**src/rtl/rme_pkg.sv**
```systemverilog
// ----------------------------------------------------------------------------
// rme_pkg: shared types, constants and fixed-point helpers
// Q16.16 widths, easing codes, register indexes and saturation helpers used
// by the front stage, the queue, the dividers and the back pipeline.
// ----------------------------------------------------------------------------
package rme_pkg;

    // Data format
    localparam int DW       = 32;          // data width
    localparam int F        = 16;          // fraction bits
    localparam int MW       = DW + 1;      // magnitude of a difference
    localparam int RW       = DW + 2;      // divider remainder
    localparam int SW       = DW + 4;      // headroom for small sums
    localparam int PW       = 2 * DW;      // product of two magnitudes
    localparam int ADDR_W   = 5;
    localparam int OUT_TW   = ((DW + 1 + 7) / 8) * 8;

    // Pipeline lengths
    localparam int DIV_LAT  = DW + 1;
    localparam int BACK_LAT = 2 * DIV_LAT + 9;

    localparam logic signed [DW-1:0] ONE_FX = DW'(64'd1 << F);
    localparam logic signed [DW-1:0] DMAX   = {1'b0, {(DW-1){1'b1}}};
    localparam logic signed [DW-1:0] DMIN   = {1'b1, {(DW-1){1'b0}}};

    // Slingshot constants: KH = k/2 rounded from Q0.32, K2 = 1 + KH
    localparam logic [63:0] KH_Q32 = 64'd2750446389;
    localparam logic [63:0] KH_W   = (KH_Q32 + (64'd1 << (31 - F))) >> (32 - F);
    localparam logic signed [DW-1:0] KH_FX  = DW'(KH_W);
    localparam logic [DW-1:0]        K2_MAG = DW'(KH_W + (64'd1 << F));

    // Easing codes
    localparam logic [2:0] EASE_LIN    = 3'd0;
    localparam logic [2:0] EASE_IN     = 3'd1;
    localparam logic [2:0] EASE_OUT    = 3'd2;
    localparam logic [2:0] EASE_SMOOTH = 3'd3;
    localparam logic [2:0] EASE_SLING  = 3'd4;

    // Register indexes
    localparam logic [2:0] REG_IN_START  = 3'd0;
    localparam logic [2:0] REG_IN_END    = 3'd1;
    localparam logic [2:0] REG_OUT_START = 3'd2;
    localparam logic [2:0] REG_OUT_END   = 3'd3;
    localparam logic [2:0] REG_CLAMP     = 3'd4;
    localparam logic [2:0] REG_EASE      = 3'd5;

    typedef struct packed {
        logic signed [DW-1:0] in_start;
        logic signed [DW-1:0] in_end;
        logic signed [DW-1:0] out_start;
        logic signed [DW-1:0] out_end;
        logic                 clamp_en;
        logic [2:0]           ease_mode;
    } cfg_t;

    typedef struct packed {
        logic [MW-1:0] num_mag;
        logic [MW-1:0] den_mag;
        logic          neg;
    } div_item_t;

    typedef struct packed {
        logic full;
        logic empty;
    } fifo_st_t;

    typedef struct packed {
        logic                 sat;
        logic signed [DW-1:0] val;
    } fx_res_t;

    // Sign-extend a data word into the headroom width
    function automatic logic signed [SW-1:0] ext_dw(input logic signed [DW-1:0] a);
        return SW'(a);
    endfunction

    // Saturate a wide sum to the data range
    function automatic fx_res_t sat_dw(input logic signed [SW-1:0] x);
        fx_res_t r;
        if (x > SW'(DMAX)) begin
            r.sat = 1'b1;
            r.val = DMAX;
        end else if (x < SW'(DMIN)) begin
            r.sat = 1'b1;
            r.val = DMIN;
        end else begin
            r.sat = 1'b0;
            r.val = x[DW-1:0];
        end
        return r;
    endfunction

    // Magnitude of a data word
    function automatic logic [DW-1:0] mag_dw(input logic signed [DW-1:0] a);
        logic [DW-1:0] u;
        u = a;
        return a[DW-1] ? (~u + 1'b1) : u;
    endfunction

    // Scale a magnitude product, saturate and apply the sign
    function automatic fx_res_t mul_fin(input logic [PW-1:0] p, input logic neg);
        logic [PW-1:0] q;
        logic [PW-1:0] cap;
        fx_res_t       r;
        q   = p >> F;
        cap = neg ? (PW'(1) << (DW - 1)) : ((PW'(1) << (DW - 1)) - PW'(1));
        if (q > cap) begin
            r.sat = 1'b1;
            q     = cap;
        end else begin
            r.sat = 1'b0;
        end
        r.val = neg ? (~q[DW-1:0] + 1'b1) : q[DW-1:0];
        return r;
    endfunction

endpackage

```
**src/rtl/rme_fifo.sv**
```systemverilog
// ----------------------------------------------------------------------------
// rme_fifo: two-entry queue
// Decouples the input stage from the back pipeline so either can stall.
// ----------------------------------------------------------------------------
module rme_fifo (
    input  logic                 aclk,
    input  logic                 aresetn,
    input  logic                 push,
    input  rme_pkg::div_item_t   wr_item,
    input  logic                 pop,
    output rme_pkg::div_item_t   head,
    output rme_pkg::fifo_st_t    st
);
    import rme_pkg::*;

    div_item_t  mem_reg [0:1];
    logic       wr_ptr_reg;
    logic       rd_ptr_reg;
    logic [1:0] cnt_reg;

    assign head     = mem_reg[rd_ptr_reg];
    assign st.full  = (cnt_reg == 2'd2);
    assign st.empty = (cnt_reg == 2'd0);

    // Advance pointers and occupancy
    always_ff @(posedge aclk) begin
        if (!aresetn) begin
            wr_ptr_reg <= 1'b0;
            rd_ptr_reg <= 1'b0;
            cnt_reg    <= 2'd0;
        end else begin
            if (push) begin
                wr_ptr_reg <= ~wr_ptr_reg;
            end
            if (pop) begin
                rd_ptr_reg <= ~rd_ptr_reg;
            end
            if (push && !pop) begin
                cnt_reg <= cnt_reg + 2'd1;
            end else if (pop && !push) begin
                cnt_reg <= cnt_reg - 2'd1;
            end
        end
    end

    // Store entries
    always_ff @(posedge aclk) begin
        if (push) begin
            mem_reg[wr_ptr_reg] <= wr_item;
        end
    end

endmodule

```
**config.mk**
```make
export PLATFORM = sky130hd
export DESIGN_NAME = rme_fifo
export DESIGN_NICKNAME = d
export VERILOG_FILES = /design/src/rtl/rme_pkg.sv /design/src/rtl/rme_fifo.sv
export SDC_FILE = /design/constraint.sdc
export NUM_CORES = 1
export LEC_CHECK = 0
export BUFFER_PORTS_ARGS = -buffer_cell sky130_fd_sc_hd__buf_2
export CAP_MARGIN = 20
export CORE_ASPECT_RATIO = 0.5
export CORE_MARGIN = 2
export CORE_UTILIZATION = 52
export CTS_CLUSTER_SIZE = 24
export DETAILED_ROUTE_END_ITERATION = 10
export PLACE_DENSITY = 0.8
export SLEW_MARGIN = 25
export SYNTH_ARGS = -nofsm -noshare
export SYNTH_HDL_FRONTEND = slang
export SYNTH_SLANG_ARGS = --single-unit
```
**constraint.sdc**
```tcl
create_clock -name aclk -period 4.4 [get_ports aclk]
set_input_delay 0.44 -clock aclk [delete_from_list [all_inputs] [get_ports aclk]]
set_output_delay 0.44 -clock aclk [all_outputs]
set_load 0.01 [all_outputs]
```
==> flow_summary_export.csv <==
group,metric,value,unit
sta,setup_viol,0,
pwr,power,3310,uW
pwr,p_per_area,499,mW/mm2
sta,worstMarginPinSlew,965,ps
sta,period_needed,2280,ps
layout,layout-drive-gt1-share,61.5,%
layout,layout_commonest_cell,"buf_2",
layout,largest_reg_flops,134,
clock_network,cts_tree,"done",
yosys,yosysTopAreaCell,"edfxtp_1",
sta,setup_slack,2120,ps
die,dieArea,0.0108,mm2
status,status,"completed",
yosys,syn_nets,302,
sta,period_share,51.8,%
sta,rsz0062_at_grt,"no",
yosys,ys_seq_area_share,79.8,%
clock_network,clockBufferDepth,2,
yosys,netlist_instances,230,
global_route,antenna_found_initial,0,
drt,ant_nets,0,
yosys,avgSynthCellArea,22.5,um2
setup_path,end_kind,"output port",
clock_network,cts_htree_levels,4,
place,pre_cts_ws,2060,ps
setup_path,critPathMaxFanout,44,
drt,routedWlPerCell,17.2,um
clock_network,numCtsBuffers,17,
die,io-pin-count,140,
die,rows,25,
yosys,synth_top_area_share,77.9,%
yosys,synthDistinctLibCells,19,
sta,slew_headroom,35.5,%
global_route,grt_first_pass_wirelength,13600,um
drt,post-route-drc-count,0,
clock_network,cts_root_buffer,"clkbuf_16",
layout,final_util,69.5,%
clock_network,cts_setup_buffers,0,
die,fp.dieW,145,um
place,numPortBuffers,139,
layout,layout.nets,456,
die,core,0.00954,mm2
place,dpl.cell_count,499,
global_route,grt_pass1_vias,2784,
clock_network,post_cts_resized,0,
drt,firstDrtPassIters,4,
clock_network,cts_sinks,139,
sta,hold_viol,0,
layout,n_antenna_cell,0,
clock_network,hold_buffers,0,
layout,final_cell_mix,"buf_2, edfxtp_1, mux2_2, mux2_4, clkbuf_16",
drt,vias,2602,
place,dp_hpwl,6010,um
setup_path,arrival,1840,ps
die,start_util,54.2,%
yosys,syn_area,0.00517,mm2
worst_hold_path,hold_path_class,"primary input to register",
yosys,synth-seq-cells,139,
layout,final_cells,532,
sta,fmax,0.439,GHz
clock_network,clk_latency,400,ps
sta,setup_tns,0,ps
yosys,ys_warn_count,0,
drt,drt-initial-drc-count,137,
pwr,ir_drop,326,uV
layout,area_growth,28.4,%
sta,drv_slew,0,
setup_path,worstSetupPathType,"register to output port",
die,fp.dieH,74.5,um
place,place_congestion,0.675,
setup_path,crit_required,3960,ps
setup_path,start_kind,"register",
pwr,leakage,0.00260,uW
drt,via_per_inst,4.89,
global_route,track_usage,17.0,%
yosys,synth_area_leaders,"edfxtp_1, mux2_4, mux2_2",
global_route,gr-total-overflow,0,
clock_network,clk_pin_slew_worst_paths,60,ps
job,maxCapViolCount,0,
sta,skew,8.85,ps
drt,drt-total-wl,9160,um
global_route,grt_max_degree,68,
layer usage:
layer  vias up  part of all wire (%)  global-route usage (%)
met4         0                  0.91                    6.93
met2        73                    53                    31.5
li1       1221                     -                       -
met3        10                   5.2                    6.20
met1      1298                    41                    18.5
met5         -                     0                       0
cells in the mapped netlist:
master	number
and2_1	4
mux2_2	37
or3_1	1
buf_6	3
mux2_4	30
o21ai_0	1
nor2_1	1
inv_1	1
nor2b_1	2
dfxtp_1	5
buf_4	1
a21boi_1	1
xnor2_1	1
xor2_1	2
o21a_1	1
edfxtp_1	134
buf_2	3
and2b_2	1
ha_1	1
cell families (layout without fill, tap and decap cells):
family          after synthesis  after routing  synth area share [%]
buf+inv                       8            175                  1.16
mux                          67             67                  16.8
compound gates                3              3                 0.388
xor+xnor                      3              3                 0.509
fa+ha+maj                     1              1                 0.242
simple gates                  9              9                  1.09
flops                       139            139                  79.8
worst max-delay path, cell delays in order, from the launching register on:
cell	delay [ps]
dfxtp_4	580
buf_16	310
mux2_2	370
buf_2	140
final timing paths:
kind                                  start              to  slack (ps)  cells after the start
worst max-delay path               register        head[18]        2120                      3
worst max register to register   wr_ptr_reg  mem_reg[0][41]        2360                      2
worst min-delay path            wr_item[24]  mem_reg[0][24]         230                      1
worst min register to register   cnt_reg[1]      cnt_reg[1]         510                      2
power breakdown:
group	leakage, uW	switching (uW)	internal (uW)
sequential	0.00130	28.9	1530
combinational	0.000996	149	161
clock	0.000303	505	937
per-stage QoR:
| stage | hold slack, ps | instance area, um2 |
|---|---|---|
| after floorplan | 466 | 5170 |
| after global placement | 475 | 6000 |
| after detailed placement | 515 | 6000 |
| after CTS | 207 | 6610 |
| after global routing | 204 | 6640 |
| final | 226 | 6640 |
area by class of cell:
class,count,area [um2]
fill,624,2910
timing repair buffer,142,738
tap,135,169
clock inverter,15,180
multi-input combinational,83,991
clock buffer,17,425
inverter,1,3.75
sequential,139,4130
Note: power is estimated with default switching activity, not from simulation.
