[config.mk]
export PLATFORM = sky130hd
export DESIGN_NAME = rme_front
export DESIGN_NICKNAME = d
export VERILOG_FILES = /design/src/rtl/rme_pkg.sv /design/src/rtl/rme_front.sv
export SDC_FILE = /design/constraint.sdc
export NUM_CORES = 1
export LEC_CHECK = 0
export ABC_AREA = 1
export BUFFER_PORTS_ARGS = -buffer_cell sky130_fd_sc_hd__buf_2
export CAP_MARGIN = 20
export CORE_MARGIN = 4
export CORE_UTILIZATION = 25
export CTS_CLUSTER_DIAMETER = 50
export DETAILED_ROUTE_END_ITERATION = 10
export HOLD_SLACK_MARGIN = 0.03
export SETUP_SLACK_MARGIN = 0.5
export SYNTH_ARGS = -nofsm -noshare
export SYNTH_HDL_FRONTEND = slang
export SYNTH_SLANG_ARGS = --single-unit
[constraint.sdc]
create_clock -name aclk -period 6 [get_ports aclk]
set_clock_uncertainty 0.1 [all_clocks]
set_input_delay 1.8 -clock aclk [delete_from_list [all_inputs] [get_ports aclk]]
set_output_delay 1.8 -clock aclk [all_outputs]
set_load 0.01 [all_outputs]
[src/rtl/rme_pkg.sv]
// ----------------------------------------------------------------------------
// rme_pkg: shared types, constants and fixed-point helpers
// Q16.16 widths, easing codes, register indexes and saturation helpers used
// by the front stage, the queue, the dividers and the back pipeline.
// ----------------------------------------------------------------------------
package rme_pkg;

    // Data format
    localparam int DW       = 32;          // data width
    localparam int F        = 16;          // fraction bits
    localparam int MW       = DW + 1;      // magnitude of a difference
    localparam int RW       = DW + 2;      // divider remainder
    localparam int SW       = DW + 4;      // headroom for small sums
    localparam int PW       = 2 * DW;      // product of two magnitudes
    localparam int ADDR_W   = 5;
    localparam int OUT_TW   = ((DW + 1 + 7) / 8) * 8;

    // Pipeline lengths
    localparam int DIV_LAT  = DW + 1;
    localparam int BACK_LAT = 2 * DIV_LAT + 9;

    localparam logic signed [DW-1:0] ONE_FX = DW'(64'd1 << F);
    localparam logic signed [DW-1:0] DMAX   = {1'b0, {(DW-1){1'b1}}};
    localparam logic signed [DW-1:0] DMIN   = {1'b1, {(DW-1){1'b0}}};

    // Slingshot constants: KH = k/2 rounded from Q0.32, K2 = 1 + KH
    localparam logic [63:0] KH_Q32 = 64'd2750446389;
    localparam logic [63:0] KH_W   = (KH_Q32 + (64'd1 << (31 - F))) >> (32 - F);
    localparam logic signed [DW-1:0] KH_FX  = DW'(KH_W);
    localparam logic [DW-1:0]        K2_MAG = DW'(KH_W + (64'd1 << F));

    // Easing codes
    localparam logic [2:0] EASE_LIN    = 3'd0;
    localparam logic [2:0] EASE_IN     = 3'd1;
    localparam logic [2:0] EASE_OUT    = 3'd2;
    localparam logic [2:0] EASE_SMOOTH = 3'd3;
    localparam logic [2:0] EASE_SLING  = 3'd4;

    // Register indexes
    localparam logic [2:0] REG_IN_START  = 3'd0;
    localparam logic [2:0] REG_IN_END    = 3'd1;
    localparam logic [2:0] REG_OUT_START = 3'd2;
    localparam logic [2:0] REG_OUT_END   = 3'd3;
    localparam logic [2:0] REG_CLAMP     = 3'd4;
    localparam logic [2:0] REG_EASE      = 3'd5;

    typedef struct packed {
        logic signed [DW-1:0] in_start;
        logic signed [DW-1:0] in_end;
        logic signed [DW-1:0] out_start;
        logic signed [DW-1:0] out_end;
        logic                 clamp_en;
        logic [2:0]           ease_mode;
    } cfg_t;

    typedef struct packed {
        logic [MW-1:0] num_mag;
        logic [MW-1:0] den_mag;
        logic          neg;
    } div_item_t;

    typedef struct packed {
        logic full;
        logic empty;
    } fifo_st_t;

    typedef struct packed {
        logic                 sat;
        logic signed [DW-1:0] val;
    } fx_res_t;

    // Sign-extend a data word into the headroom width
    function automatic logic signed [SW-1:0] ext_dw(input logic signed [DW-1:0] a);
        return SW'(a);
    endfunction

    // Saturate a wide sum to the data range
    function automatic fx_res_t sat_dw(input logic signed [SW-1:0] x);
        fx_res_t r;
        if (x > SW'(DMAX)) begin
            r.sat = 1'b1;
            r.val = DMAX;
        end else if (x < SW'(DMIN)) begin
            r.sat = 1'b1;
            r.val = DMIN;
        end else begin
            r.sat = 1'b0;
            r.val = x[DW-1:0];
        end
        return r;
    endfunction

    // Magnitude of a data word
    function automatic logic [DW-1:0] mag_dw(input logic signed [DW-1:0] a);
        logic [DW-1:0] u;
        u = a;
        return a[DW-1] ? (~u + 1'b1) : u;
    endfunction

    // Scale a magnitude product, saturate and apply the sign
    function automatic fx_res_t mul_fin(input logic [PW-1:0] p, input logic neg);
        logic [PW-1:0] q;
        logic [PW-1:0] cap;
        fx_res_t       r;
        q   = p >> F;
        cap = neg ? (PW'(1) << (DW - 1)) : ((PW'(1) << (DW - 1)) - PW'(1));
        if (q > cap) begin
            r.sat = 1'b1;
            q     = cap;
        end else begin
            r.sat = 1'b0;
        end
        r.val = neg ? (~q[DW-1:0] + 1'b1) : q[DW-1:0];
        return r;
    endfunction

endpackage

[src/rtl/rme_front.sv]
// ----------------------------------------------------------------------------
// rme_front: input stage
// Accepts samples, forms the numerator and denominator of the fraction as
// magnitudes with a sign, and hands them to the queue.
// ----------------------------------------------------------------------------
module rme_front (
    input  logic                       aclk,
    input  logic                       aresetn,
    input  rme_pkg::cfg_t              cfg,
    input  logic                       s_tvalid,
    output logic                       s_tready,
    input  logic [rme_pkg::DW-1:0]     s_tdata,     // [31:0] sample_value
    input  rme_pkg::fifo_st_t          q_st,
    output logic                       push,
    output rme_pkg::div_item_t         item
);
    import rme_pkg::*;

    logic                 fv_reg;
    div_item_t            item_reg;
    logic signed [DW-1:0] sample;
    logic signed [MW-1:0] num;
    logic signed [MW-1:0] den;
    div_item_t            item_next;

    // Hand over when the queue has room
    assign push     = fv_reg && !q_st.full;
    assign s_tready = !fv_reg || push;
    assign item     = item_reg;

    // Classify: signed differences split into magnitude and sign
    always_comb begin
        sample = s_tdata;
        num    = MW'(sample) - MW'(cfg.in_start);
        den    = MW'(cfg.in_end) - MW'(cfg.in_start);
        item_next.num_mag = num[MW-1] ? (~num + 1'b1) : num;
        item_next.den_mag = den[MW-1] ? (~den + 1'b1) : den;
        item_next.neg     = num[MW-1] ^ den[MW-1];
    end

    always_ff @(posedge aclk) begin
        if (!aresetn) begin
            fv_reg <= 1'b0;
        end else if (s_tvalid && s_tready) begin
            fv_reg <= 1'b1;
        end else if (push) begin
            fv_reg <= 1'b0;
        end
    end

    // Capture payload on each input transfer
    always_ff @(posedge aclk) begin
        if (s_tvalid && s_tready) begin
            item_reg <= item_next;
        end
    end

endmodule

==> reports/summary.json <==
{
  "port_buffers": {"value": 168},
  "max-cap-violations": {"value": 0},
  "preCtsSetupSlack": {"value": 1.19, "unit": "ns"},
  "biggest_area_consumer_among_synthesized_cells": {"value": "sky130_fd_sc_hd__nand2_1"},
  "cts.hold.buffers_added": {"value": 0},
  "grt_usage": {"value": 16.0, "unit": "%"},
  "post_synth_instance_area": {"value": 9260, "unit": "µm²"},
  "wl": {"value": 32900, "unit": "µm"},
  "netlist_top_cells_area": {"value": "sky130_fd_sc_hd__nand2_1 25%, sky130_fd_sc_hd__edfxtp_1 22%, sky130_fd_sc_hd__inv_1 13%, sky130_fd_sc_hd__ha_1 8.9%, sky130_fd_sc_hd__nand3_1 6.2%"},
  "area.growth.synth_to_final": {"value": 18.5, "unit": "%"},
  "grt_first_pass_wirelength": {"value": 51200, "unit": "µm"},
  "rsz0062_at_grt": {"value": "no"},
  "largest_reg_flops": {"value": 67},
  "grt_start_max_net_pins": {"value": 45},
  "pin_count": {"value": 238},
  "power_report.internal_total": {"value": 1.37, "unit": "mW"},
  "drc": {"value": 0},
  "setup_crit_start_kind": {"value": "primary input"},
  "power.clock.fraction": {"value": 24.4, "unit": "%"},
  "design_area": {"value": 11000, "unit": "µm²"},
  "cts-buffers-inserted": {"value": 9},
  "final.setup.tns": {"value": 0, "unit": "ns"},
  "detailedRoute.firstPassIterationCount": {"value": 5},
  "clk_pin_slew": {"value": 0.07, "unit": "ns"},
  "synth.ff_latch_count": {"value": 68},
  "synth_top_flop_cell": {"value": "sky130_fd_sc_hd__edfxtp_1"},
  "floorplan.die.height": {"value": 200, "unit": "µm"},
  "cts_tree": {"value": "built"},
  "start_util": {"value": 25.3, "unit": "%"},
  "htree_num_levels": {"value": 3},
  "fin_worst_hold_slack": {"value": 0.448, "unit": "ns"},
  "critPathArrivalTime": {"value": 4.41, "unit": "ns"},
  "drt_first_iter_violations": {"value": 564},
  "power.density": {"value": 215, "unit": "nW/µm²"},
  "wire_per_inst": {"value": 14.8, "unit": "µm"},
  "yosysTopAreaCellShare": {"value": 24.9, "unit": "%"},
  "grt_antenna_before_repair": {"value": 1},
  "nets": {"value": 1991},
  "clockBufferDepth": {"value": 2},
  "final_max_slew_viol_count": {"value": 0},
  "hold_path_class": {"value": "reg -> reg"},
  "placed_cell_area": {"value": 10700, "unit": "µm²"},
  "critPathKind": {"value": "in -> reg"},
  "gate_power_share": {"value": 47.3, "unit": "%"},
  "max-slew-margin-rel": {"value": 60.5, "unit": "%"},
  "leak_pwr": {"value": 6.17, "unit": "nW"},
  "dp_hpwl": {"value": 28700, "unit": "µm"},
  "vdd_drop_max": {"value": 0.000125, "unit": "V"},
  "gp_routability_congestion": {"value": 0.968},
  "power.share.switching": {"value": 41.7, "unit": "%"},
  "finalPower": {"value": 2.36, "unit": "mW"},
  "power.sequential.fraction": {"value": 28.3, "unit": "%"},
  "setup_viol_count_final": {"value": 0},
  "yosysMostFrequentCell": {"value": "sky130_fd_sc_hd__nand2_1"},
  "postCtsResizedCells": {"value": 0},
  "vias": {"value": 9870},
  "design.core.area": {"value": 36600, "unit": "µm²"},
  "post-cts-setup-buffers": {"value": 0},
  "final_layout_size_suffix_gt1_share": {"value": 15.5, "unit": "%"},
  "cts.sink_count": {"value": 68},
  "post_synth_inst_count": {"value": 1579},
  "synth.yosys.seq_area_share": {"value": 21.9, "unit": "%"},
  "hold_depth": {"value": 2},
  "vias_in_the_first_global_route": {"value": 9653},
  "final_hold_viol_count": {"value": 0},
  "fin_crit_sh": {"value": 73.5, "unit": "%"},
  "synthesis.area_per_instance": {"value": 5.86, "unit": "µm²"},
  "worst-slew-pin-transition": {"value": 0.592, "unit": "ns"},
  "post-route-min-period": {"value": 4.41, "unit": "ns"},
  "run_status": {"value": "complete, no violations"},
  "clock_latency": {"value": 0.36, "unit": "ns"},
  "grt_overflow_total": {"value": 0},
  "critPathCaptureType": {"value": "flip-flop"},
  "number_of_synthesized_flops_with_an_enable_pin": {"value": 67},
  "fillerInstances": {"value": 4107},
  "synthesis.nets": {"value": 1816},
  "die_width": {"value": 200, "unit": "µm"},
  "p_switching": {"value": 0.982, "unit": "mW"},
  "critical_path_required": {"value": 6.00, "unit": "ns"},
  "yosys_warnings": {"value": 0},
  "synth_async_sr_flop_share": {"value": 0, "unit": "%"},
  "final_antenna_net_count": {"value": 0},
  "netlist_top_cells_count": {"value": "613 x sky130_fd_sc_hd__nand2_1, 320 x sky130_fd_sc_hd__inv_1, 123 x sky130_fd_sc_hd__nor2_1, 115 x sky130_fd_sc_hd__nand3_1, 67 x sky130_fd_sc_hd__edfxtp_1"},
  "setup_slack": {"value": 1.59, "unit": "ns"},
  "std_cell_rows": {"value": 70},
  "die_area": {"value": 40200, "unit": "µm²"},
  "synth.lib_cells_used.distinct": {"value": 38},
  "cts.root.buffer_cell": {"value": "sky130_fd_sc_hd__clkbuf_16"},
  "maxClockFrequency": {"value": 0.227, "unit": "GHz"},
  "crit_path_max_fanout": {"value": 34},
  "worstRegToRegCells": {"value": 3},
  "vias_per_cell": {"value": 4.43}
}
layout by cell type (no fill, tap or decap), types with 3 or more instances in the layout:
| master | instances |
|---|---|
| sky130_fd_sc_hd__nand2_1 | 613 |
| sky130_fd_sc_hd__inv_1 | 320 |
| sky130_fd_sc_hd__buf_2 | 168 |
| sky130_fd_sc_hd__nor2_1 | 123 |
| sky130_fd_sc_hd__nand3_1 | 115 |
| sky130_fd_sc_hd__edfxtp_1 | 67 |
| sky130_fd_sc_hd__ha_1 | 66 |
| sky130_fd_sc_hd__a21oi_1 | 44 |
| sky130_fd_sc_hd__nand2_2 | 35 |
| sky130_fd_sc_hd__xor2_1 | 31 |
| sky130_fd_sc_hd__nor2_2 | 24 |
| sky130_fd_sc_hd__nand4_1 | 24 |
| sky130_fd_sc_hd__o21ai_0 | 20 |
| sky130_fd_sc_hd__nor3_1 | 17 |
| sky130_fd_sc_hd__nand3b_1 | 14 |
| sky130_fd_sc_hd__xnor2_1 | 12 |
| sky130_fd_sc_hd__nand3_2 | 9 |
| sky130_fd_sc_hd__clkbuf_16 | 9 |
| sky130_fd_sc_hd__inv_2 | 6 |
| sky130_fd_sc_hd__o21bai_1 | 3 |
| sky130_fd_sc_hd__a21oi_2 | 3 |
| sky130_fd_sc_hd__and2_1 | 3 |
| sky130_fd_sc_hd__o21ai_1 | 3 |
| sky130_fd_sc_hd__nor3_2 | 3 |
| sky130_fd_sc_hd__clkinv_1 | 3 |
| sky130_fd_sc_hd__buf_4 | 3 |
metal layers:
metal	track usage, %	part of all wire (%)
met4	4.08	2.0
met2	28.8	49
met3	3.63	5.3
met1	19.4	44
met5	0	0
metrics by stage:
stage | util (%) | instances
after CTS | 30.0 | 2227
final | 30.0 | 2228
after global routing | 30.0 | 2228
after global placement | 29.1 | 2211
after detailed placement | 29.1 | 2211
after floorplan | - | 1579
worst paths after layout:
path | from | end | slack (ns)
hold reg to reg | fv_reg$_SDFFE_PN0P_ | fv_reg$_SDFFE_PN0P_ | 0.45
hold / removal | fv_reg$_SDFFE_PN0P_ | fv_reg$_SDFFE_PN0P_ | 0.45
setup / recovery | cfg[68] | item[22]$_DFFE_PP_ | 1.59
setup reg to reg | fv_reg$_SDFFE_PN0P_ | item[27]$_DFFE_PP_ | 4.11
worst max-delay path, cell delays in order:
cell                      delay [ns]
sky130_fd_sc_hd__buf_2          0.08
sky130_fd_sc_hd__inv_1          0.03
sky130_fd_sc_hd__ha_1           0.21
sky130_fd_sc_hd__fa_1           0.41
sky130_fd_sc_hd__inv_1          0.12
sky130_fd_sc_hd__nand3_1        0.11
sky130_fd_sc_hd__nand2_2        0.14
sky130_fd_sc_hd__nand2_2        0.07
sky130_fd_sc_hd__nand2_2        0.09
sky130_fd_sc_hd__nand2_2        0.07
sky130_fd_sc_hd__nand2_2        0.10
sky130_fd_sc_hd__nand3_1        0.10
sky130_fd_sc_hd__nand2_1        0.10
sky130_fd_sc_hd__nand2_1        0.07
sky130_fd_sc_hd__nand2_1        0.06
sky130_fd_sc_hd__nand2_1        0.07
sky130_fd_sc_hd__nand2_4        0.32
sky130_fd_sc_hd__inv_2          0.17
sky130_fd_sc_hd__o21ai_0        0.19
sky130_fd_sc_hd__nand2_1        0.07
final cells by class:
class / instances / area (µm²) / share of cell area (%)
multi-input combinational: 1178 / 5960 / 54.3
timing repair buffer: 171 / 863 / 7.87
clock inverter: 7 / 81.3 / 0.741
clock buffer: 9 / 225 / 2.05
inverter: 326 / 1220 / 11.2
antenna: 1 / 2.50 / 0.0228
sequential: 68 / 2030 / 18.5
tap: 468 / 586 / 5.34
cell families after synthesis:
| kind of cell | after synthesis | synth area share, % |
|---|---|---|
| flops | 68 | 21.9 |
| simple gates | 986 | 45.9 |
| compound gates | 79 | 4.61 |
| xor+xnor | 45 | 4.42 |
| fa+ha+maj | 68 | 9.35 |
| buf+inv | 333 | 13.8 |
power by group through the flow:
stage / registers [mW] / logic (mW) / clock network [mW]
global route: 0.677 / 1.27 / 0.612
CTS: 0.670 / 1.13 / 0.593
global placement: 0.676 / 1.11 / 0
finish: 0.667 / 1.11 / 0.575
detailed placement: 0.677 / 1.12 / 0
floorplan: 0.722 / 0.726 / 0
(Power assumes the default switching activity.)
